===== src/hw/rtl/square_matrix_vector_multiply_defines.svh =====
// ----------------------------------------------------------------------------
// Assertion macros for the square matrix-vector multiply block
// Shared concurrent assertion forms, clocked on i_clk and disabled in reset.
// ----------------------------------------------------------------------------
`ifndef SQUARE_MATRIX_VECTOR_MULTIPLY_DEFINES_SVH
`define SQUARE_MATRIX_VECTOR_MULTIPLY_DEFINES_SVH

// The consequent holds in the same cycle as the antecedent.
`define SMVM_ASSERT_SAME(lbl, ante, cons, msg) \
    lbl: assert property (@(posedge i_clk) disable iff (!i_rst_n) (ante) |-> (cons)) \
        else $error(msg);

// The consequent holds in the cycle after the antecedent.
`define SMVM_ASSERT_NEXT(lbl, ante, cons, msg) \
    lbl: assert property (@(posedge i_clk) disable iff (!i_rst_n) (ante) |=> (cons)) \
        else $error(msg);

`endif


===== src/hw/rtl/smvm_pkg.sv =====
// ----------------------------------------------------------------------------
// Square matrix-vector multiply package
// Widths, command codes and the operation record passed from front to back.
// ----------------------------------------------------------------------------
package smvm_pkg;

    // Largest supported matrix order and derived widths.
    localparam int MAX_ORDER   = 1024;
    localparam int ADDR_W      = $clog2(MAX_ORDER);
    localparam int ORDER_W     = 11;
    localparam int VALUE_W     = 32;
    localparam int SUM_W       = 64;

    // Depth of the operation queue and of the result queue.
    localparam int QUEUE_DEPTH = 4;
    localparam int QUEUE_PTR_W = $clog2(QUEUE_DEPTH);

    // Saturation limits of the row accumulator.
    localparam logic signed [SUM_W-1:0] SUM_MAX = {1'b0, {(SUM_W-1){1'b1}}};
    localparam logic signed [SUM_W-1:0] SUM_MIN = {1'b1, {(SUM_W-1){1'b0}}};

    // Input command codes.
    typedef enum logic {
        CMD_LOAD   = 1'b0,
        CMD_MATRIX = 1'b1
    } t_cmd;

    // One matrix element with its vector operand and row bookkeeping.
    typedef struct packed {
        logic signed [VALUE_W-1:0] value;
        logic signed [VALUE_W-1:0] vec;
        logic                      first;
        logic                      last;
        logic [ADDR_W-1:0]         row;
        logic                      final_row;
    } t_op;

endpackage


===== src/hw/rtl/smvm_back.sv =====
// ----------------------------------------------------------------------------
// Square matrix-vector multiply back end
// Multiplies each matrix element by its vector element, accumulates the row
// with saturation and queues finished row sums for the result side.
// ----------------------------------------------------------------------------
`include "square_matrix_vector_multiply_defines.svh"

module smvm_back (
    input  logic                               i_clk,
    input  logic                               i_rst_n,
    input  smvm_pkg::t_op                      i_op,
    input  logic                               i_op_empty,
    output logic                               o_op_pop,
    output logic                               empty,
    input  logic                               pop,
    output logic signed [smvm_pkg::SUM_W-1:0]  o_row_sum,
    output logic [smvm_pkg::ADDR_W-1:0]        o_row_index,
    output logic                               o_final_row
);

    import smvm_pkg::*;

    // Multiply stage.
    logic                    r_b1_valid;
    logic signed [SUM_W-1:0] r_b1_prod;
    logic                    r_b1_first, r_b1_last, r_b1_final;
    logic [ADDR_W-1:0]       r_b1_row;

    // Accumulator.
    logic signed [SUM_W-1:0] r_acc, n_acc;
    logic signed [SUM_W-1:0] acc_base, acc_sum;
    logic                    acc_ovf;

    // Result queue.
    logic signed [SUM_W-1:0] r_out_sum   [QUEUE_DEPTH];
    logic [ADDR_W-1:0]       r_out_row   [QUEUE_DEPTH];
    logic                    r_out_final [QUEUE_DEPTH];
    logic [QUEUE_PTR_W-1:0]  r_out_wr_ptr, r_out_rd_ptr;
    logic [QUEUE_PTR_W:0]    r_out_count;

    logic advance, out_push, out_pop;

    // The whole back end holds while the result queue is full.
    assign advance  = (r_out_count != (QUEUE_PTR_W+1)'(QUEUE_DEPTH));
    assign o_op_pop = advance && !i_op_empty;
    assign out_push = advance && r_b1_valid && r_b1_last;
    assign out_pop  = pop && !empty;

    // Multiply stage: one signed 32 by 32 product per operation.
    always_ff @(posedge i_clk) begin
        if (!i_rst_n) begin
            r_b1_valid <= 1'b0;
        end else if (advance) begin
            r_b1_valid <= !i_op_empty;
        end
    end

    always_ff @(posedge i_clk) begin
        if (advance) begin
            r_b1_prod  <= SUM_W'(i_op.value) * SUM_W'(i_op.vec);
            r_b1_first <= i_op.first;
            r_b1_last  <= i_op.last;
            r_b1_row   <= i_op.row;
            r_b1_final <= i_op.final_row;
        end
    end

    // Saturating accumulation; the first column of a row starts from zero.
    always_comb begin
        acc_base = r_b1_first ? '0 : r_acc;
        acc_sum  = acc_base + r_b1_prod;
        acc_ovf  = (acc_base[SUM_W-1] == r_b1_prod[SUM_W-1]) &&
                   (acc_sum[SUM_W-1] != acc_base[SUM_W-1]);
        n_acc    = r_acc;
        if (advance && r_b1_valid) begin
            if (acc_ovf) begin
                n_acc = acc_base[SUM_W-1] ? SUM_MIN : SUM_MAX;
            end else begin
                n_acc = acc_sum;
            end
        end
    end

    always_ff @(posedge i_clk) begin
        if (!i_rst_n) begin
            r_acc <= '0;
        end else begin
            r_acc <= n_acc;
        end
    end

    // Result queue pointers and fill count.
    always_ff @(posedge i_clk) begin
        if (!i_rst_n) begin
            r_out_wr_ptr <= '0;
            r_out_rd_ptr <= '0;
            r_out_count  <= '0;
        end else begin
            if (out_push) begin
                r_out_wr_ptr <= QUEUE_PTR_W'(r_out_wr_ptr + 1'b1);
            end
            if (out_pop) begin
                r_out_rd_ptr <= QUEUE_PTR_W'(r_out_rd_ptr + 1'b1);
            end
            unique case ({out_push, out_pop})
                2'b10:   r_out_count <= r_out_count + 1'b1;
                2'b01:   r_out_count <= r_out_count - 1'b1;
                default: r_out_count <= r_out_count;
            endcase
        end
    end

    // Result queue storage.
    always_ff @(posedge i_clk) begin
        if (out_push) begin
            r_out_sum[r_out_wr_ptr]   <= n_acc;
            r_out_row[r_out_wr_ptr]   <= r_b1_row;
            r_out_final[r_out_wr_ptr] <= r_b1_final;
        end
    end

    assign empty       = (r_out_count == '0);
    assign o_row_sum   = r_out_sum[r_out_rd_ptr];
    assign o_row_index = r_out_row[r_out_rd_ptr];
    assign o_final_row = r_out_final[r_out_rd_ptr];

    // Checks on the back end.
    `SMVM_ASSERT_SAME(a_out_count_bound, 1'b1, r_out_count <= (QUEUE_PTR_W+1)'(QUEUE_DEPTH), "result queue overfilled")
    `SMVM_ASSERT_NEXT(a_stall_holds, !advance && r_b1_valid, r_b1_valid && $stable(r_b1_prod), "multiply stage lost its operation while stalled")
    `SMVM_ASSERT_NEXT(a_row_end_queued, out_push && !out_pop, !empty, "finished row sum not queued")
    `SMVM_ASSERT_NEXT(a_stall_acc_holds, !advance, $stable(r_acc), "accumulator changed while stalled")

endmodule


===== config.mk =====
export PLATFORM = sky130hd
export DESIGN_NAME = smvm_back
export DESIGN_NICKNAME = d
export VERILOG_FILES = /design/src/hw/rtl/smvm_pkg.sv /design/src/hw/rtl/smvm_back.sv
export VERILOG_INCLUDE_DIRS = /design/src /design/src/hw/rtl
export SDC_FILE = /design/constraint.sdc
export NUM_CORES = 2
export LEC_CHECK = 0
export BUFFER_PORTS_ARGS = -buffer_cell sky130_fd_sc_hd__buf_4
export CORE_ASPECT_RATIO = 0.75
export CORE_UTILIZATION = 40
export CTS_BUF_LIST = sky130_fd_sc_hd__clkbuf_16
export CTS_CLUSTER_DIAMETER = 40
export DETAILED_ROUTE_END_ITERATION = 7
export GPL_TIMING_DRIVEN = 0
export PLACE_DENSITY = 0.6
export SKIP_CTS_REPAIR_TIMING = 1
export SYNTH_ARGS = -nofsm -noshare
export SYNTH_HDL_FRONTEND = slang
export SYNTH_SLANG_ARGS = --single-unit
export TNS_END_PERCENT = 20

===== constraint.sdc =====
create_clock -name i_clk -period 9.7 [get_ports i_clk]
set_clock_uncertainty 0.15 [all_clocks]
set_input_delay 0.485 -clock i_clk [delete_from_list [all_inputs] [get_ports i_clk]]
set_output_delay 0.485 -clock i_clk [all_outputs]
set_load 0.01 [all_outputs]

==> impl_metrics.toml <==
[synth]
synth_simple_gate_area_share_pct = 13.2
syn_area_per_cell_sq_um = 10.5
syn_nets = 6820
synthCells = 5403
ys.flop_type = "edfxtp_1"
synth.distinct_cells = 67
synthMuxAreaShare_pct = 3.06
synthArstFlopShare_pct = 0
synthAdderAreaFrac_pct = 43.7
synth_xor_area_share_pct = 2.07
netlist_area_sq_um = 56800
yosysSeqAreaShare_pct = 22.5
ys_seq_elements = 451
ys_warn_count = 0
synth_compound_gate_area_share_pct = 6.79
synth_top_family_by_area = "adder cells"
synth_edf_count = 377

[finish]
stdcell_area_sq_um = 62000
nets = 7034
drive_gt1_share_pct = 7.10
fill_cells = 13400
layout_commonest_cell = "fa_1"
area_delta_synth_final_pct = 9.12
layout_common_cells = "fa_1, inv_1, nand2_1"

[die]
die_area_sq_um = 144000
die_w_microns = 437
coreArea_sq_um = 141000
die_y_microns = 328
rows = 119
pin_count = 158
initial_core_util_pct = 40.4

[clock_network]
cts_buffer_depth = 3
cts_max_level = 2
cts_buffers = 42
cts_tree = "yes"
cts-root-buf = "clkbuf_16"
clock_latency_ps = 580
clk_pin_slew_ps = 70
cts_sinks = 451

[setup_path]
cp.depth = 25
ff2ff_path_depth = 14
worst-path-buf-inv = 4
required_ps = 9930
crit_type = "input port to flop"
cp-end-kind = "flop"
rrSetupSlack_ps = 3080
cpMaxStageDelayCell = "clkbuf_1"
cp_max_fo = 10
max_stage_delay_ps = 780
startpoint_type = "input port"
crit_top_cell = "fa_1"
critPathArrivalTime_ps = 9690
critPathTopFamily = "adder cells"

[global_route]
antenna_found_initial = 15
grt_max_degree = 69
globalRouteTotalUtil_pct = 26.7
grt-ovfl-total = 0
grt_pass1_wl_microns = 280000
grt_pass1_vias = 42400

[placed_design]
io_buffers = 156
post_dp_cell_area_sq_um = 60500
gp_congestion = 1.05
dp_hpwl_microns = 154000

[sta]
final_max_slew_viol_count = 0
max_freq_ghz = 0.106
setup_viol = 0
period_needed_ps = 9470
period_share_pct = 97.6
hold_ws_ps = 90.5
max_slew.worst_pin.slew_ps = 1460
hold_viol_final = 0
slew_headroom_pct = 2.93
rsz0062_at_grt = "false"

[run_status]
violations = "DRC"
outcome = "finished, violations left"

[flow_run]
max_cap_violations = 0

[route]
initialDrtViolationCount = 3986
wl_per_cell_microns = 24.9
first_pass_iters = 8
viasPerCell = 5.36
vias = 40400
final_antenna_net_count = 0
drt-total-wl_microns = 188000
drc = 27

[min_path]
hold_path_depth = 3
hp-class = "input port to flop"
flip-flops by register name, summed over array words and instances (netlist names), 2 cells and up, named ones only:
| name | flops |
|---|---|
| r_acc | 64 |
| r_out_wr_ptr | 2 |
| r_b1_prod | 64 |
| r_out_rd_ptr | 2 |
| r_out_row | 40 |
| r_b1_row | 10 |
| r_out_final | 4 |
| r_out_count | 3 |
| r_out_sum | 256 |
metal layers:
layer,part of all wire [%],GRT usage [%]
met1,43,38.2
met2,42,39.0
met3,12,8.27
met4,3.5,7.66
met5,0.088,0.461
Yosys cell counts, types with 5 or more instances:
cell | instances | area (sq um)
nand4_1 | 28 | 175
fa_1 | 1084 | 21700
a31oi_1 | 12 | 75.1
nand2_1 | 589 | 2210
inv_1 | 1012 | 3800
a21o_1 | 84 | 631
o22ai_2 | 26 | 325
a211oi_1 | 11 | 82.6
and3_1 | 12 | 75.1
edfxtp_1 | 377 | 11300
or3_1 | 8 | 50.1
mux4_2 | 75 | 1690
o21ai_1 | 5 | 25.0
or2_2 | 5 | 31.3
o211ai_1 | 7 | 52.6
nor2_1 | 163 | 612
o21bai_1 | 28 | 210
dfxtp_1 | 74 | 1480
xor2_1 | 42 | 368
o21ai_0 | 113 | 566
a21oi_1 | 194 | 971
nor2b_1 | 77 | 482
and2_1 | 521 | 3260
o21a_1 | 16 | 120
o22ai_1 | 47 | 294
a21boi_0 | 5 | 37.5
o31ai_1 | 11 | 82.6
xnor2_1 | 92 | 806
nand2b_1 | 18 | 113
ha_1 | 252 | 3150
clkbuf_1 | 257 | 965
nand3_1 | 38 | 190
buf_1 | 11 | 41.3
buf_2 | 16 | 80.1
nor3_1 | 30 | 150
cell families (layout without fill, tap and decap cells):
family	after synthesis	after routing
simple gates	1508	1508
fa+ha+maj	1336	1336
buf+inv	1298	1546
compound gates	598	598
flops	451	451
xor+xnor	134	134
mux	78	78
other cells	0	12
stage by stage:
stage / util, % / worst slack, ps / cells / TNS, ps
finish: 44.1 / 232 / 7538 / 0
global route: 44.1 / 0.725 / 7529 / 0
CTS: 43.9 / -244 / 7517 / -279
detailed placement: 43.0 / -827 / 7439 / -4580
global placement: 42.9 / -758 / 7434 / -3970
floorplan: - / 1570 / 5403 / 0
cell type report:
class,instances,area [sq um],share of cell area (%)
clock inverters,36,241,0.389
inverters,1012,3800,6.13
flip-flops and latches,451,12800,20.6
multi-input cells,3654,39200,63.2
well taps,1875,2350,3.78
diodes,12,30.0,0.0484
repair buffers,174,1440,2.32
plain buffers,282,1140,1.84
clock buffers,42,1050,1.69
worst min-delay path, stage by stage:
cell	delay [ps]
buf_4	80
nand2_1	80
o211a_1	130
path summary, 6_finish.rpt:
| kind | startpoint | end |
|---|---|---|
| worst max-delay path | i_op[73] | r_b1_prod[63] |
| worst min-delay path | i_op_empty | r_b1_valid |
| worst max register to register | r_b1_first | r_out_sum[3][20] |
| worst min register to register | r_b1_row[9] | r_out_row[3][9] |
Power is not shown: default switching activity piles up to over one toggle a cycle in this logic, so the estimate is an artifact.
