<file path="src/hw/rtl/square_matrix_vector_multiply_defines.svh">
// ----------------------------------------------------------------------------
// Assertion macros for the square matrix-vector multiply block
// Shared concurrent assertion forms, clocked on i_clk and disabled in reset.
// ----------------------------------------------------------------------------
`ifndef SQUARE_MATRIX_VECTOR_MULTIPLY_DEFINES_SVH
`define SQUARE_MATRIX_VECTOR_MULTIPLY_DEFINES_SVH

// The consequent holds in the same cycle as the antecedent.
`define SMVM_ASSERT_SAME(lbl, ante, cons, msg) \
    lbl: assert property (@(posedge i_clk) disable iff (!i_rst_n) (ante) |-> (cons)) \
        else $error(msg);

// The consequent holds in the cycle after the antecedent.
`define SMVM_ASSERT_NEXT(lbl, ante, cons, msg) \
    lbl: assert property (@(posedge i_clk) disable iff (!i_rst_n) (ante) |=> (cons)) \
        else $error(msg);

`endif

</file>
<file path="src/hw/rtl/smvm_pkg.sv">
// ----------------------------------------------------------------------------
// Square matrix-vector multiply package
// Widths, command codes and the operation record passed from front to back.
// ----------------------------------------------------------------------------
package smvm_pkg;

    // Largest supported matrix order and derived widths.
    localparam int MAX_ORDER   = 1024;
    localparam int ADDR_W      = $clog2(MAX_ORDER);
    localparam int ORDER_W     = 11;
    localparam int VALUE_W     = 32;
    localparam int SUM_W       = 64;

    // Depth of the operation queue and of the result queue.
    localparam int QUEUE_DEPTH = 4;
    localparam int QUEUE_PTR_W = $clog2(QUEUE_DEPTH);

    // Saturation limits of the row accumulator.
    localparam logic signed [SUM_W-1:0] SUM_MAX = {1'b0, {(SUM_W-1){1'b1}}};
    localparam logic signed [SUM_W-1:0] SUM_MIN = {1'b1, {(SUM_W-1){1'b0}}};

    // Input command codes.
    typedef enum logic {
        CMD_LOAD   = 1'b0,
        CMD_MATRIX = 1'b1
    } t_cmd;

    // One matrix element with its vector operand and row bookkeeping.
    typedef struct packed {
        logic signed [VALUE_W-1:0] value;
        logic signed [VALUE_W-1:0] vec;
        logic                      first;
        logic                      last;
        logic [ADDR_W-1:0]         row;
        logic                      final_row;
    } t_op;

endpackage

</file>
<file path="src/hw/rtl/smvm_queue.sv">
// ----------------------------------------------------------------------------
// Square matrix-vector multiply operation queue
// Short first-in first-out queue that decouples the front end from the back end.
// ----------------------------------------------------------------------------
module smvm_queue (
    input  logic          i_clk,
    input  logic          i_rst_n,
    input  logic          i_push,
    input  smvm_pkg::t_op i_op,
    output logic          o_full,
    input  logic          i_pop,
    output smvm_pkg::t_op o_op,
    output logic          o_empty
);

    import smvm_pkg::*;

    t_op                  r_mem [QUEUE_DEPTH];
    logic [QUEUE_PTR_W-1:0] r_wr_ptr, r_rd_ptr;
    logic [QUEUE_PTR_W:0]   r_count;
    logic                   do_push, do_pop;

    assign o_full  = (r_count == (QUEUE_PTR_W+1)'(QUEUE_DEPTH));
    assign o_empty = (r_count == '0);
    assign do_push = i_push && !o_full;
    assign do_pop  = i_pop && !o_empty;
    assign o_op    = r_mem[r_rd_ptr];

    // Pointers and fill count.
    always_ff @(posedge i_clk) begin
        if (!i_rst_n) begin
            r_wr_ptr <= '0;
            r_rd_ptr <= '0;
            r_count  <= '0;
        end else begin
            if (do_push) begin
                r_wr_ptr <= QUEUE_PTR_W'(r_wr_ptr + 1'b1);
            end
            if (do_pop) begin
                r_rd_ptr <= QUEUE_PTR_W'(r_rd_ptr + 1'b1);
            end
            unique case ({do_push, do_pop})
                2'b10:   r_count <= r_count + 1'b1;
                2'b01:   r_count <= r_count - 1'b1;
                default: r_count <= r_count;
            endcase
        end
    end

    // Storage.
    always_ff @(posedge i_clk) begin
        if (do_push) begin
            r_mem[r_wr_ptr] <= i_op;
        end
    end

endmodule

</file>
<file path="config.mk">
export PLATFORM = sky130hd
export DESIGN_NAME = smvm_queue
export DESIGN_NICKNAME = d
export VERILOG_FILES = /design/src/hw/rtl/square_matrix_vector_multiply_defines.svh /design/src/hw/rtl/smvm_pkg.sv /design/src/hw/rtl/smvm_queue.sv
export SDC_FILE = /design/constraint.sdc
export NUM_CORES = 1
export LEC_CHECK = 0
export BUFFER_PORTS_ARGS = -buffer_cell sky130_fd_sc_hd__buf_2
export CORE_MARGIN = 5
export CORE_UTILIZATION = 54
export DETAILED_ROUTE_END_ITERATION = 8
export PLACE_DENSITY = 0.73
export SLEW_MARGIN = 10
export SYNTH_ARGS = -nofsm -noshare
export SYNTH_HDL_FRONTEND = slang
export SYNTH_SLANG_ARGS = --single-unit
</file>
<file path="constraint.sdc">
create_clock -name i_clk -period 5.8 [get_ports i_clk]
set_clock_uncertainty 0.1 [all_clocks]
set_input_delay 0 -clock i_clk [delete_from_list [all_inputs] [get_ports i_clk]]
set_output_delay 0 -clock i_clk [all_outputs]
set_load 0.02 [all_outputs]
</file>
==> results.cfg, run 1 <==
[global_route]
grt_max_degree = 78
grt_first_pass_wirelength_um = 33700
grt_pass1_vias = 5947
antenna_found_initial = 0
track_usage = 0.177
grt-ovfl-total = 0

[finish]
seqCellArea_mm2 = 0.00944
drive_gt1_frac = 0.392
antenna-diode-count = 0
final_cell_count_no_fill = 1013
area_growth_pct = 24.5
multi_input_area_mm2 = 0.00202
fin_area_mm2 = 0.0145
finalNetCount = 801
fill_cells = 1343

[yosys]
syn_area_per_cell_um2 = 25.5
synth-edff-count = 308
yosys-top-cells-count = 308 x edfxtp_1, 77 x mux4_2, 9 x dfxtp_1, 7 x nand2_1
synthCells = 457
synth_area_mm2 = 0.0116
ys.flop_type = edfxtp_1
yosysMostFrequentCell = edfxtp_1
syn_nets = 544
synth.largest_area_cell = edfxtp_1
async_reset_ff_frac = 0
synth_seq_cells = 317
synth_top_area_share = 0.795
synth_warnings = 0
synth-seq-area-share = 0.810
synth_cell_types = 25
synthTopCellsByArea = edfxtp_1 80%, mux4_2 15%, dfxtp_1 1.5%

[die]
die_h_um = 157
dieArea_mm2 = 0.0246
die_x_um = 157
io_pins = 160
rows = 53
start_util = 0.552
core_mm2 = 0.0211

[drt]
vias = 5549
wl_per_cell_um = 21.3
drcViolationCount = 0
first_pass_iters = 4
viasPerCell = 5.48
finalWirelength_um = 21500
drtIter0Drc = 389
antenna_left = 0

[placement]
place_congestion = 0.720
placed_area_mm2 = 0.0127
dp.cells = 876
port_buffers = 159
dp.final_hpwl_um = 12300

[sta]
grt_setup_unrepaired = false
slew_viol_final = 0
holdWs_ns = 0.119
max_slew_margin = 0.251
tns_ns = 0
hold_viol = 0
layout_worst_path_cycle_share = 0.534
final.min_clock_period_ns = 3.10
fmax_mhz = 323
setup_violations = 0
worst_pin_slew_ns = 1.12

[critical_path]
cpMaxStageDelayCell = dfxtp_4
worstSetupPathType = reg -> out
r2r_start = r_count[0]
path_buf_inv = 2
path_cells = buf_4 -> mux4_2 -> buf_2
start_kind = flip-flop
r2r_cells = 4
cpLargestDelayFamily = flip-flops
cp.required_ns = 5.70
cp-end-kind = primary output
arrival_ns = 3.00
critPathMaxStageDelay_ns = 0.96
r2r_slack_ns = 3.09
crit_fanout = 48
rr_endpoint = r_mem[0][26]

[power]
power_density_mw_per_mm2 = 431
leakage_nw = 4.92
p_total_mw = 6.25
irDropWorstVdd_uv = 349

[clock_tree]
cts.htree.levels = 1
numCtsBuffers = 30
clk_pin_slew_ns = 0.07
holdBufCountCts = 81
cts_root_buffer = clkbuf_16
clock_path_buffers = 3
clock_latency_ns = 0.53
cts_tree = done
postCtsSetupBuffers = 0
clkSinkCount = 317
cts-resized-gates = 0

[min_path]
min_from = i_op[12]
hold_path.class = in -> reg
holdPathEnd = r_mem[2][12]
hold_depth = 2

[status]
status = complete, no violations

[flow_run]
max-cap-violations = 0
[power by group]
group	internal, mW	switching [mW]
clock network	1.19	0.774
registers	2.76	0.165
logic	0.612	0.740
total	4.57	1.68
[registers in the layout (all words and copies together), names as in the netlist, named ones only]
name,cells
r_count,3
r_mem,308
r_rd_ptr,2
r_wr_ptr,2
[area by class of cell]
cell class	count	share of cell area
repair buffers	245	0.114
clock buffers	38	0.0554
flip-flops and latches	317	0.652
well taps	275	0.0238
clock inverters	18	0.0143
multi-input cells	114	0.140
inverters	6	0.00156
[cells in the final DEF, fill, tap and decap left out, drive strengths merged]
cell type,count
bufinv,5
a21boi,2
or3,2
or4bb,1
edfxtp,308
o21ai,5
nand2,7
clkinvlp,1
clkinv,12
ha,5
fa,1
nor2b,2
dlygate4sd3,81
clkbuf,38
buf,164
mux4,77
nor3,1
mux2i,2
xor2,1
inv,6
dfxtp,9
xnor2,1
nor3b,1
and2,6
[layer usage]
layer  global-route usage  up-vias  share of wire
met5                    0        -              0
met4               0.0326        0          0.012
met3               0.0324       19          0.074
met2                0.296      204           0.50
met1                0.253     2870           0.41
li1                     -     2456              -
[logic make-up after synthesis]
group	share of synthesized area
xor+xnor	0.00151
compound gates	0.00344
simple gates	0.0101
flops	0.810
buf+inv	0.0166
fa+ha+maj	0.00710
mux	0.151
[worst reg2reg max path: stages, from the launching register on]
cell,delay (ns)
dfxtp_1,0.41
nor3b_1,0.09
nor2b_1,0.48
and2_4,0.62
buf_4,0.63
[worst max path at each step]
stage	from	to	slack (ns)	cells after the start
2_1_floorplan	r_count[2]	r_mem[0][0]	2.55	4
3_3_place_gp	flip-flop	o_op[38]	3.15	3
3_5_place_dp	r_count[0]	r_mem[2][22]	3.02	4
4_1_cts	flip-flop	o_op[74]	2.52	3
5_1_grt	flip-flop	o_op[74]	2.38	3
6_report	flip-flop	o_op[38]	2.70	3
[per-stage QoR]
step                      setup WS [ns]  utilization
after floorplan                    2.55            -
after global placement             3.15        0.600
after detailed placement           3.02        0.600
after CTS                          2.52        0.687
after global routing               2.38        0.687
final                              2.70        0.687
Power figures use the tool's default switching activity.
==> run 2, diff against run 1 <==
ABC_AREA = 1   (was default)
PLACE_DENSITY = 0.72   (was 0.73)
clock period = 3.2 ns   (was 5.8 ns; I/O delays follow)
==> results.cfg, run 2 <==
[status]
status = complete, no violations

[finish]
largest_reg_flops = 308
layout_common_cells = 308 x edfxtp_1, 160 x nor2_1, 159 x buf_2
utilization = 0.672
reg_top3 = r_mem (308), r_count (3)
layout_commonest_cell = edfxtp_1
finalNetCount = 1136
area_growth_pct = 22.8
top_register = r_mem
drive_gt1_frac = 0.211

[placement]
dp.final_hpwl_um = 13300
port_buffers = 159
place_congestion = 0.732
dp_slack_ns = 0.981

[sta]
slew_viol_final = 0
max_slew_margin = 0.440
worst_pin_slew_ns = 0.840
grt_setup_unrepaired = false
fin_ws_ns = 0.494
fmax_mhz = 370
setup_violations = 0
hold_viol = 0
layout_worst_path_cycle_share = 0.846
final.min_clock_period_ns = 2.71

[drt]
drtIter0Drc = 503
wl_per_cell_um = 18.1
finalWirelength_um = 24500
first_pass_iters = 5
viasPerCell = 5.46
drcViolationCount = 0
antenna_left = 0
vias = 7399

[yosys]
synthTopCellsByArea = edfxtp_1 78%, o21ai_0 6.3%, nor2_1 5.2%
async_reset_ff_frac = 0
syn_area_per_cell_um2 = 14.6
synth-seq-area-share = 0.792
syn_nets = 901
synth_area_mm2 = 0.0119
synth_cell_types = 22
ys.flop_type = edfxtp_1
synth-edff-count = 308
synthCells = 814
synth_warnings = 0
synth_seq_cells = 317
yosysMostFrequentCell = edfxtp_1
synth.largest_area_cell = edfxtp_1
synth_top_area_share = 0.777
yosys-top-cells-count = 308 x edfxtp_1, 164 x nor2_1, 151 x o21ai_0, 76 x o22ai_1, 18 x inv_1

[flow_run]
max-cap-violations = 0

[power]
combPwrFrac = 0.244
irDropWorstVdd_uv = 598
clkPwrFrac = 0.300
power_frac_seq = 0.456
leakage_nw = 5.21
power_density_mw_per_mm2 = 767
p_int_mw = 7.69
p_switching_mw = 3.51
p_sw_frac = 0.313

[min_path]
hold_depth = 2
min_from = i_op[8]
holdPathEnd = r_mem[3][8]
hold_path.class = in -> reg

[critical_path]
crit_fanout = 69
r2r_slack_ns = 0.99
arrival_ns = 2.61
cp.required_ns = 3.10
r2r_start = r_count[1]
cp-end-kind = primary output
r2r_cells = 12
start_kind = flip-flop
rr_endpoint = r_count[2]
worstSetupPathType = reg -> out

[clock_tree]
clkSinkCount = 317
cts-resized-gates = 0
cts.htree.levels = 1
clk_pin_slew_ns = 0.06
clock_path_buffers = 3
numCtsBuffers = 31
cts_tree = done
cts_root_buffer = clkbuf_16
clock_latency_ns = 0.54

[die]
io_pins = 160
rows = 54
die_x_um = 158
core_mm2 = 0.0218
start_util = 0.547
die_h_um = 158
dieArea_mm2 = 0.0251

[global_route]
antenna_found_initial = 1
grt_max_degree = 155
grt-ovfl-total = 0
grt_first_pass_wirelength_um = 38400
grt.busiest_layer = met2
grt_use_met1 = 0.261
track_usage = 0.195
grt_pass1_vias = 7398
use_met3 = 0.0302
use_met2 = 0.341
run 2: changes by cell type in the layout (fill, tap and decap cells not counted), sizes merged, moves of 3 or more:
cell	delta
o21ai	+151
clkinv	+5
buf	+7
nand2	+8
and2	-6
nand3	+5
nor2	+164
inv	+15
o22ai	+77
bufinv	-3
mux4	-77
a21oi	+5
run 2: timing repair:
action	in CTS	in global routing
buffers inserted	0	0
hold buffers	80	0
hold endpoints to repair	317	0
run 2: worst max path at each step:
stage,to,depth (start not counted)
2_1_floorplan,r_mem[0][0],4
3_3_place_gp,o_op[46],4
3_5_place_dp,r_count[2],12
4_1_cts,o_op[57],4
5_1_grt,o_op[12],5
6_report,o_op[7],5
run 2: power by group through the flow:
stage | sequential (mW) | clock [mW] | combinational, mW
2_1_floorplan | 5.12 | 0 | 1.91
3_3_place_gp | 5.18 | 0 | 2.64
3_5_place_dp | 5.19 | 0 | 2.68
4_1_cts | 5.11 | 3.43 | 2.77
5_1_grt | 5.14 | 3.63 | 3.00
6_report | 5.11 | 3.37 | 2.73
run 2: final cells by class:
class                           instances  area, um^2
Timing Repair Buffer                  251        1690
Clock inverter                         21         160
Sequential cell                       317        9430
Fill cell                            1490        7140
Antenna cell                            1        2.50
Clock buffer                           36         795
Inverter                               20        82.6
Tap cell                              280         350
Multi-Input combinational cell        428        2100
run 2: kinds of logic after synthesis:
kind of cell    count (synthesis)  share of synthesized area
flops                         317                      0.792
compound gates                238                      0.109
simple gates                  184                     0.0586
buf+inv                        69                     0.0335
fa+ha+maj                       6                    0.00694
run 2: critical path, stage by stage (launching register included):
cell and delay, ns:
dfxtp_2 0.52, inv_2 0.22, buf_4 0.62, o21ai_0 0.19, o22ai_1 0.26, buf_2 0.23
run 2: per-stage QoR:
| stage | hold slack [ns] | cell area, um^2 | power (mW) | instances | setup TNS (ns) |
|---|---|---|---|---|---|
| 2_1_floorplan | -0.00113 | 11900 | 7.03 | 814 | -388.95 |
| 3_3_place_gp | 0.115 | 12900 | 7.83 | 1216 | 0 |
| 3_5_place_dp | 0.116 | 12900 | 7.88 | 1216 | 0 |
| 4_1_cts | 0.0879 | 14600 | 11.3 | 1353 | 0 |
| 5_1_grt | 0.0967 | 14600 | 11.8 | 1354 | 0 |
| 6_report | 0.109 | 14600 | 11.2 | 1354 | 0 |
run 2: routing by layer:
layer | vias up | share of wire | wire, um
met5 | - | 0 | 0
met4 | 0 | 0.014 | 347
met3 | 32 | 0.069 | 1700
met2 | 251 | 0.51 | 12500
met1 | 3596 | 0.41 | 9950
li1 | 3520 | - | -
